==> config.mk <==
export PLATFORM = sky130hd
export DESIGN_NAME = ffha_ctrl
export DESIGN_NICKNAME = d
export VERILOG_FILES = /design/src/sv/ffha_pkg.sv /design/src/sv/ffha_ctrl.sv
export SDC_FILE = /design/constraint.sdc
export NUM_CORES = 1
export LEC_CHECK = 0
export BUFFER_PORTS_ARGS = -buffer_cell sky130_fd_sc_hd__buf_2
export CAP_MARGIN = 30
export CORE_UTILIZATION = 35
export CTS_CLUSTER_SIZE = 16
export DETAILED_ROUTE_END_ITERATION = 16
export PLACE_DENSITY = 0.64
export SYNTH_ARGS = -nofsm -noshare
export SYNTH_HDL_FRONTEND = slang
export SYNTH_SLANG_ARGS = --single-unit
==> constraint.sdc <==
create_clock -name clk -period 8.2 [get_ports clk]
set_input_delay 2.46 -clock clk [delete_from_list [all_inputs] [get_ports clk]]
set_output_delay 2.46 -clock clk [all_outputs]
set_load 0.01 [all_outputs]
==> src/sv/ffha_pkg.sv <==
// Shared types, constants and helpers of the first-fit heap allocator.
package ffha_pkg;

    localparam int ARENA_BYTES  = 65536;
    localparam int HEADER_BYTES = 32;
    localparam int WORD_BYTES   = 8;
    localparam int WORD_SHIFT   = 3;
    localparam int ARENA_WORDS  = ARENA_BYTES / WORD_BYTES;
    localparam int HDR_WORDS    = (HEADER_BYTES + WORD_BYTES - 1) / WORD_BYTES;
    localparam int ADDR_W       = 13;
    localparam int SIZE_W       = 13;
    localparam int TOP_W        = 14;
    localparam int PTR_W        = 15;
    localparam int WORDS_W      = 22;
    localparam int THR_W        = 24;
    localparam int UADDR_W      = 16;

    localparam logic [1:0] ST_OK        = 2'd0;
    localparam logic [1:0] ST_ZERO      = 2'd1;
    localparam logic [1:0] ST_TOO_LARGE = 2'd2;
    localparam logic [1:0] ST_NO_SPACE  = 2'd3;

    localparam logic OP_ALLOC = 1'b0;
    localparam logic OP_FREE  = 1'b1;

    typedef struct packed {
        logic              mark;
        logic              free;
        logic [SIZE_W-1:0] size;
    } entry_t;

    typedef struct packed {
        logic              en;
        logic [ADDR_W-1:0] addr;
        entry_t            data;
    } mem_wr_t;

    // Byte offset of the user data of the block whose header starts at word p
    function automatic logic [UADDR_W-1:0] user_of(input logic [PTR_W-1:0] p);
        logic [ADDR_W-1:0] w;
        w = p[ADDR_W-1:0] + ADDR_W'(HDR_WORDS);
        return {w, 3'b000};
    endfunction

endpackage

==> src/sv/ffha_ctrl.sv <==
// Sequencer: header walks, split, append, merge and the result register.
module ffha_ctrl (
    input  logic                        clk,
    input  logic                        rst_n,
    input  logic [ffha_pkg::THR_W-1:0]  threshold,
    input  logic                        in_valid,
    output logic                        in_ready,
    input  logic                        in_op,
    input  logic [23:0]                 in_req,
    input  logic [15:0]                 in_faddr,
    output logic                        out_valid,
    input  logic                        out_ready,
    output logic [1:0]                  out_status,
    output logic [ffha_pkg::UADDR_W-1:0] out_addr,
    output ffha_pkg::mem_wr_t           wr,
    output logic [ffha_pkg::ADDR_W-1:0] raddr,
    input  ffha_pkg::entry_t            rdata
);
    import ffha_pkg::*;

    typedef enum logic [3:0] {
        S_CLEAR, S_IDLE, S_A_RD, S_A_EV, S_A_SPLIT,
        S_F_RD, S_F_EV, S_F_NEV, S_F_WP,
        S_P_RD, S_P_EV, S_P_WM, S_DONE
    } state_t;

    state_t             state_reg, state_next;
    logic [PTR_W-1:0]   p_reg, p_next;
    logic [PTR_W-1:0]   q_reg, q_next;
    logic [WORDS_W-1:0] words_reg, words_next;
    logic [SIZE_W-1:0]  sz_reg, sz_next;
    logic [TOP_W-1:0]   top_reg, top_next;
    logic [1:0]         rs_reg, rs_next;
    logic [UADDR_W-1:0] ra_reg, ra_next;
    logic               ov_reg, ov_next;
    logic [1:0]         os_reg, os_next;
    logic [UADDR_W-1:0] oa_reg, oa_next;
    logic [ADDR_W-1:0]  clr_reg, clr_next;

    logic [WORDS_W-1:0] req_words;
    logic [24:0]        req_round;
    logic [ADDR_W-1:0]  fw;
    logic [TOP_W-1:0]   fp;
    logic               f_ok;
    logic [PTR_W-1:0]   nxt_p;
    logic [PTR_W-1:0]   nxt_q;
    logic [22:0]        app_end;

    always_comb
    begin
        req_words = WORDS_W'((25'(in_req) + 25'd7) >> WORD_SHIFT);
        req_round = {req_words, 3'b000};
        fw        = in_faddr[15:3];
        fp        = TOP_W'(fw) - TOP_W'(HDR_WORDS);
        f_ok      = (in_faddr[2:0] == 3'b000) && (fw >= ADDR_W'(HDR_WORDS)) && (fp < top_reg);
        nxt_p     = p_reg + PTR_W'(HDR_WORDS) + PTR_W'(rdata.size);
        nxt_q     = q_reg + PTR_W'(HDR_WORDS) + PTR_W'(rdata.size);
        app_end   = 23'(top_reg) + 23'(HDR_WORDS) + 23'(words_reg);
    end

    always_comb
    begin
        state_next = state_reg;
        p_next     = p_reg;
        q_next     = q_reg;
        words_next = words_reg;
        sz_next    = sz_reg;
        top_next   = top_reg;
        rs_next    = rs_reg;
        ra_next    = ra_reg;
        ov_next    = ov_reg;
        os_next    = os_reg;
        oa_next    = oa_reg;
        clr_next   = clr_reg;
        wr         = '0;
        raddr      = p_reg[ADDR_W-1:0];
        in_ready   = (state_reg == S_IDLE);

        if (ov_reg && out_ready)
        begin
            ov_next = 1'b0;
        end

        unique case (state_reg)
            S_CLEAR:
            begin
                wr.en    = 1'b1;
                wr.addr  = clr_reg;
                clr_next = clr_reg + ADDR_W'(1);
                if (clr_reg == ADDR_W'(ARENA_WORDS - 1))
                begin
                    state_next = S_IDLE;
                end
            end
            S_IDLE:
            begin
                if (in_valid)
                begin
                    rs_next = ST_OK;
                    ra_next = '0;
                    if (in_op == OP_ALLOC)
                    begin
                        words_next = req_words;
                        p_next     = '0;
                        if (in_req == 24'd0)
                        begin
                            rs_next    = ST_ZERO;
                            state_next = S_DONE;
                        end
                        else if (req_round >= 25'(threshold))
                        begin
                            rs_next    = ST_TOO_LARGE;
                            state_next = S_DONE;
                        end
                        else
                        begin
                            state_next = S_A_RD;
                        end
                    end
                    else
                    begin
                        p_next     = PTR_W'(fp);
                        state_next = f_ok ? S_F_RD : S_DONE;
                    end
                end
            end
            S_A_RD:
            begin
                if (p_reg < PTR_W'(top_reg))
                begin
                    state_next = S_A_EV;
                end
                else if (app_end > 23'(ARENA_WORDS))
                begin
                    rs_next    = ST_NO_SPACE;
                    state_next = S_DONE;
                end
                else
                begin
                    // append a new block at the heap top
                    wr.en      = 1'b1;
                    wr.addr    = top_reg[ADDR_W-1:0];
                    wr.data    = '{mark: 1'b1, free: 1'b0, size: words_reg[SIZE_W-1:0]};
                    top_next   = app_end[TOP_W-1:0];
                    ra_next    = user_of(PTR_W'(top_reg));
                    state_next = S_DONE;
                end
            end
            S_A_EV:
            begin
                if (rdata.free && (WORDS_W'(rdata.size) >= words_reg))
                begin
                    ra_next = user_of(p_reg);
                    wr.en   = 1'b1;
                    if (23'(rdata.size) >= 23'(words_reg) + 23'(HDR_WORDS + 1))
                    begin
                        // tail becomes a free block of its own
                        wr.addr    = p_reg[ADDR_W-1:0] + ADDR_W'(HDR_WORDS)
                                     + words_reg[ADDR_W-1:0];
                        wr.data    = '{mark: 1'b1, free: 1'b1,
                                       size: rdata.size - words_reg[SIZE_W-1:0]
                                             - SIZE_W'(HDR_WORDS)};
                        state_next = S_A_SPLIT;
                    end
                    else
                    begin
                        wr.addr    = p_reg[ADDR_W-1:0];
                        wr.data    = '{mark: 1'b1, free: 1'b0, size: rdata.size};
                        state_next = S_DONE;
                    end
                end
                else
                begin
                    p_next     = nxt_p;
                    state_next = S_A_RD;
                end
            end
            S_A_SPLIT:
            begin
                wr.en      = 1'b1;
                wr.addr    = p_reg[ADDR_W-1:0];
                wr.data    = '{mark: 1'b1, free: 1'b0, size: words_reg[SIZE_W-1:0]};
                state_next = S_DONE;
            end
            S_F_RD:
            begin
                state_next = S_F_EV;
            end
            S_F_EV:
            begin
                sz_next = rdata.size;
                if (!rdata.mark)
                begin
                    state_next = S_DONE;
                end
                else if (nxt_p < PTR_W'(top_reg))
                begin
                    raddr      = nxt_p[ADDR_W-1:0];
                    q_next     = nxt_p;
                    state_next = S_F_NEV;
                end
                else
                begin
                    state_next = S_F_WP;
                end
            end
            S_F_NEV:
            begin
                if (rdata.mark && rdata.free)
                begin
                    sz_next = sz_reg + SIZE_W'(HDR_WORDS) + rdata.size;
                    wr.en   = 1'b1;
                    wr.addr = q_reg[ADDR_W-1:0];
                    wr.data = '{mark: 1'b0, free: rdata.free, size: rdata.size};
                end
                state_next = S_F_WP;
            end
            S_F_WP:
            begin
                wr.en      = 1'b1;
                wr.addr    = p_reg[ADDR_W-1:0];
                wr.data    = '{mark: 1'b1, free: 1'b1, size: sz_reg};
                q_next     = '0;
                state_next = S_P_RD;
            end
            S_P_RD:
            begin
                raddr = q_reg[ADDR_W-1:0];
                state_next = (q_reg < p_reg) ? S_P_EV : S_DONE;
            end
            S_P_EV:
            begin
                raddr = q_reg[ADDR_W-1:0];
                if (nxt_q == p_reg)
                begin
                    if (rdata.free)
                    begin
                        wr.en      = 1'b1;
                        wr.addr    = q_reg[ADDR_W-1:0];
                        wr.data    = '{mark: rdata.mark, free: 1'b1,
                                       size: rdata.size + SIZE_W'(HDR_WORDS) + sz_reg};
                        state_next = S_P_WM;
                    end
                    else
                    begin
                        state_next = S_DONE;
                    end
                end
                else
                begin
                    q_next     = nxt_q;
                    state_next = S_P_RD;
                end
            end
            S_P_WM:
            begin
                wr.en      = 1'b1;
                wr.addr    = p_reg[ADDR_W-1:0];
                wr.data    = '{mark: 1'b0, free: 1'b1, size: sz_reg};
                state_next = S_DONE;
            end
            S_DONE:
            begin
                if (!ov_reg || out_ready)
                begin
                    ov_next    = 1'b1;
                    os_next    = rs_reg;
                    oa_next    = ra_reg;
                    state_next = S_IDLE;
                end
            end
            default:
            begin
                state_next = S_IDLE;
            end
        endcase
    end

    always_ff @(posedge clk or negedge rst_n)
    begin
        if (!rst_n)
        begin
            state_reg <= S_CLEAR;
            top_reg   <= '0;
            ov_reg    <= 1'b0;
            clr_reg   <= '0;
            p_reg     <= '0;
            q_reg     <= '0;
            words_reg <= '0;
            sz_reg    <= '0;
            rs_reg    <= '0;
            ra_reg    <= '0;
            os_reg    <= '0;
            oa_reg    <= '0;
        end
        else
        begin
            state_reg <= state_next;
            top_reg   <= top_next;
            ov_reg    <= ov_next;
            clr_reg   <= clr_next;
            p_reg     <= p_next;
            q_reg     <= q_next;
            words_reg <= words_next;
            sz_reg    <= sz_next;
            rs_reg    <= rs_next;
            ra_reg    <= ra_next;
            os_reg    <= os_next;
            oa_reg    <= oa_next;
        end
    end

    assign out_valid  = ov_reg;
    assign out_status = os_reg;
    assign out_addr   = oa_reg;

`ifndef NO_ASSERTIONS
    a_top_in_arena: assert property (@(posedge clk) disable iff (!rst_n)
        top_reg <= TOP_W'(ARENA_WORDS))
        else $error("heap top past arena end");

    a_no_write_idle: assert property (@(posedge clk) disable iff (!rst_n)
        (state_reg == S_IDLE) |-> !wr.en)
        else $error("header write while idle");

    a_top_only_append: assert property (@(posedge clk) disable iff (!rst_n)
        (top_reg != $past(top_reg)) |-> ($past(state_reg) == S_A_RD))
        else $error("heap top moved outside append");
`endif

endmodule

==> reports/metrics.csv <==
stage,metric,value,unit
setup_path,cp.arrival,6.27,ns
setup_path,crit_path_cell_trace,"buf_8, clkinvlp_4, ha_4, inv_4, fa_2, a21o_1, a21oi_2, o21bai_2, a21oi_2, nor2_1, a21oi_2, xnor2_2, ha_1, o21a_1, o21ai_2, nor2_2, a211o_1, nor3_4, nor2_4, a221o_1, buf_2",
logic_synthesis,synth_warnings,0,
clock_network,path_clk_slew,0.06,ns
power,p_leak,0.00892,uW
setup_path,slowest_stage,a221o_1,
floorplan,io_pins,146,
place,hpwl,47400,um
hold_path,hold_depth,2,
setup_path,crit_path_max_incr_delay,0.37,ns
logic_synthesis,synth.top_cell.area_share,21.0,%
power,power_density,417,nW/um2
logic_synthesis,ys_seq_area_share,21.0,%
run_status,status,"complete, but fails checks",
hold_path,hp-class,flop to flop,
layout,largest_reg_flops,22,
global_route,grt_pass1_vias,14900,
floorplan,coreArea,42300,um2
sta,tightest_slew,1.14,ns
layout,final_common_cell,ha_1,
layout,final_net_count,2418,
layout,finish.utilization,43.9,%
layout,diodes,0,
drt,final_antenna_net_count,0,
logic_synthesis,synth_edf_count,0,
global_route,grt_pass1_wl,89100,um
logic_synthesis,syn_area_per_cell,8.30,um2
place,dpl_worst_slack,-0.565,ns
setup_path,crit_top_cell,a21oi_2,
power,ir_drop,179,uV
drt,routedWlPerCell,22.2,um
logic_synthesis,synthFlopType,dfrtp_1,
floorplan,die_h,210,um
setup_path,crit_path_end_kind,output pin,
run_status,violations,setup timing,
place,place.gp.congestion,0.986,
clock_network,cts_tree,built,
layout,fillers,4176,
logic_synthesis,async_flop_share,100,%
setup_path,worstPathRequired,5.74,ns
run,maxCapViolations,0,
sta,setup_viol,42,
drt,post-route-drc-count,0,
logic_synthesis,syn_area,15200,um2
clock_network,clock_path_buffers,2,
place,io_buffers,142,
sta,hold_violations,0,
sta,slew_violations,0,
drt,drtPass1Iterations,6,
setup_path,rr_worst_depth,20,
logic_synthesis,yosys.area.top_type,dfrtp_1,
logic_synthesis,synthTopCellsByArea,"dfrtp_1 21%, ha_1 20%, xnor2_1 5.9%, a21oi_1 4.4%, nand2_1 3.6%",
floorplan,die_area,44100,um2
sta,finalClockSkew,0.0161,ns
sta,fmax,115,MHz
clock_network,cts_buffers,17,
setup_path,critPathLaunchType,input pin,
sta,fin_crit_sh,106,%
sta,finalCriticalPeriod,8.73,ns
setup_path,critPathKind,input pin to output pin,
setup_path,cp_max_fo,5,
drt,vias,15400,
clock_network,ctsHoldBuffers,0,
logic_synthesis,synth-seq-cells,127,
drt,wl,59400,um
clock_network,cts_sinks,127,
drt,detail_route.vias_per_cell,5.77,
drt,drtIter0Drc,1351,
logic_synthesis,synth_cell_types,82,
global_route,antenna_found_initial,2,
global_route,grt.total_usage,26.9,%
layout,drive_gt1_share,21.3,%
floorplan,initial_core_util,35.8,%
clock_network,htreeDepth,4,
clock_network,worstSkewPairLatency,0.47,ns
global_route,overflow,0,
clock_network,cts_root_buf,clkbuf_16,
sta,setup_ws,-0.531,ns
sta,slew_headroom,23.9,%
layout,syn_to_final_growth,22.5,%
layout,final_cell_mix,"234 x ha_1, 151 x buf_4, 137 x nand2_1, 137 x buf_2, 136 x inv_1",
logic_synthesis,syn_inst,1826,
sta,rsz0062_at_grt,yes,
floorplan,rows,75,
floorplan,die_w,210,um
global_route,grt_max_degree,66,
## timing repair
action,4_1_cts,5_1_grt
resized for setup,61,30
cloned,2,0
endpoints found under the setup margin,42,42
pin swaps,28,25
buffers inserted,11,6
## through the flow
step | hold WS, ns | total power, uW | TNS [ns] | cell area [um2] | instances
after detailed placement | 0.473 | 6540 | -18.25 | 17500 | 2625
after floorplan | 0.458 | 4550 | -0.0208 | 15200 | 1828
after global placement | 0.457 | 6470 | -16.76 | 17500 | 2624
after global routing | 0.510 | 8300 | -21.92 | 18600 | 2675
after CTS | 0.487 | 7510 | -12.24 | 18400 | 2670
final | 0.481 | 7750 | -15.01 | 18600 | 2675
## power by group
part	total, uW	leakage (uW)	switching, uW	internal, uW
registers	1270	0.00159	433	838
logic	5700	0.00706	3140	2550
clock network	781	0.000280	355	426
total	7750	0.00892	3930	3820
## Yosys cell counts, drive strengths merged (16+ instances only)
cell    number
a21o        32
mux2i       34
nand2      145
xnor2      102
nor3        48
mux2        27
nand2b      18
nor2b       22
dfrtp      127
o21a        20
a22oi       36
and2        20
clkbuf      54
nand4       26
or3         16
a21oi      132
nor2       133
nand3       54
o211ai      18
o21ai       95
a221o       27
ha         243
inv        139
xor2        48
a31oi       20
## critical path: cells and delay by family
family                   cells  cell delay [ns]
AO/OA/AOI/OAI                9             1.82
adder cells (fa/ha/maj)      3             0.94
AND/OR/NAND/NOR              4             0.48
buffers and inverters        4             0.43
XOR/XNOR                     1             0.13
## area by class of cell
class | instances | area, um2 | area share (%)
Multi-Input combinational cell | 1496 | 11600 | 62.3
Sequential cell | 127 | 3180 | 17.1
Timing Repair Buffer | 304 | 2010 | 10.8
Tap cell | 577 | 722 | 3.89
Inverter | 139 | 531 | 2.86
Clock buffer | 17 | 425 | 2.29
Clock inverter | 15 | 148 | 0.795
## cells by family after synthesis
logic type | Yosys count | synth area share, %
AND/OR/NAND/NOR | 536 | 17.2
adder cells (fa/ha/maj) | 249 | 20.9
other | 1 | 0.0247
flip-flops | 127 | 21.0
XOR/XNOR | 155 | 9.41
AO/OA/AOI/OAI | 492 | 21.9
buffers and inverters | 205 | 5.29
multiplexers | 61 | 4.38
## worst paths after layout
| kind | from | to | slack [ns] |
|---|---|---|---|
| max | rdata[2] | raddr[3] | -0.53 |
| min | out_addr[5]$_DFFE_PN0P_ | out_addr[5]$_DFFE_PN0P_ | 0.48 |
| max reg2reg | p_reg[0]$_DFFE_PN0P_ | q_reg[11]$_DFFE_PN0P_ | 3.18 |
| min reg2reg | out_addr[5]$_DFFE_PN0P_ | out_addr[5]$_DFFE_PN0P_ | 0.48 |
| max in group asynchronous | rst_n | rs_reg[0]$_DFFE_PN0P_ | 4.86 |
| min in group asynchronous | rst_n | q_reg[11]$_DFFE_PN0P_ | 1.99 |
## layer usage
metal	routed length [um]	vias up	global-route usage (%)	part of all wire, %
met5	23	-	0	0.039
met4	3450	4	15.6	5.8
met3	4450	173	4.74	7.5
met2	26200	653	42.0	44
met1	25300	7383	34.9	43
li1	-	7222	-	-
(Power assumes the default switching activity.)
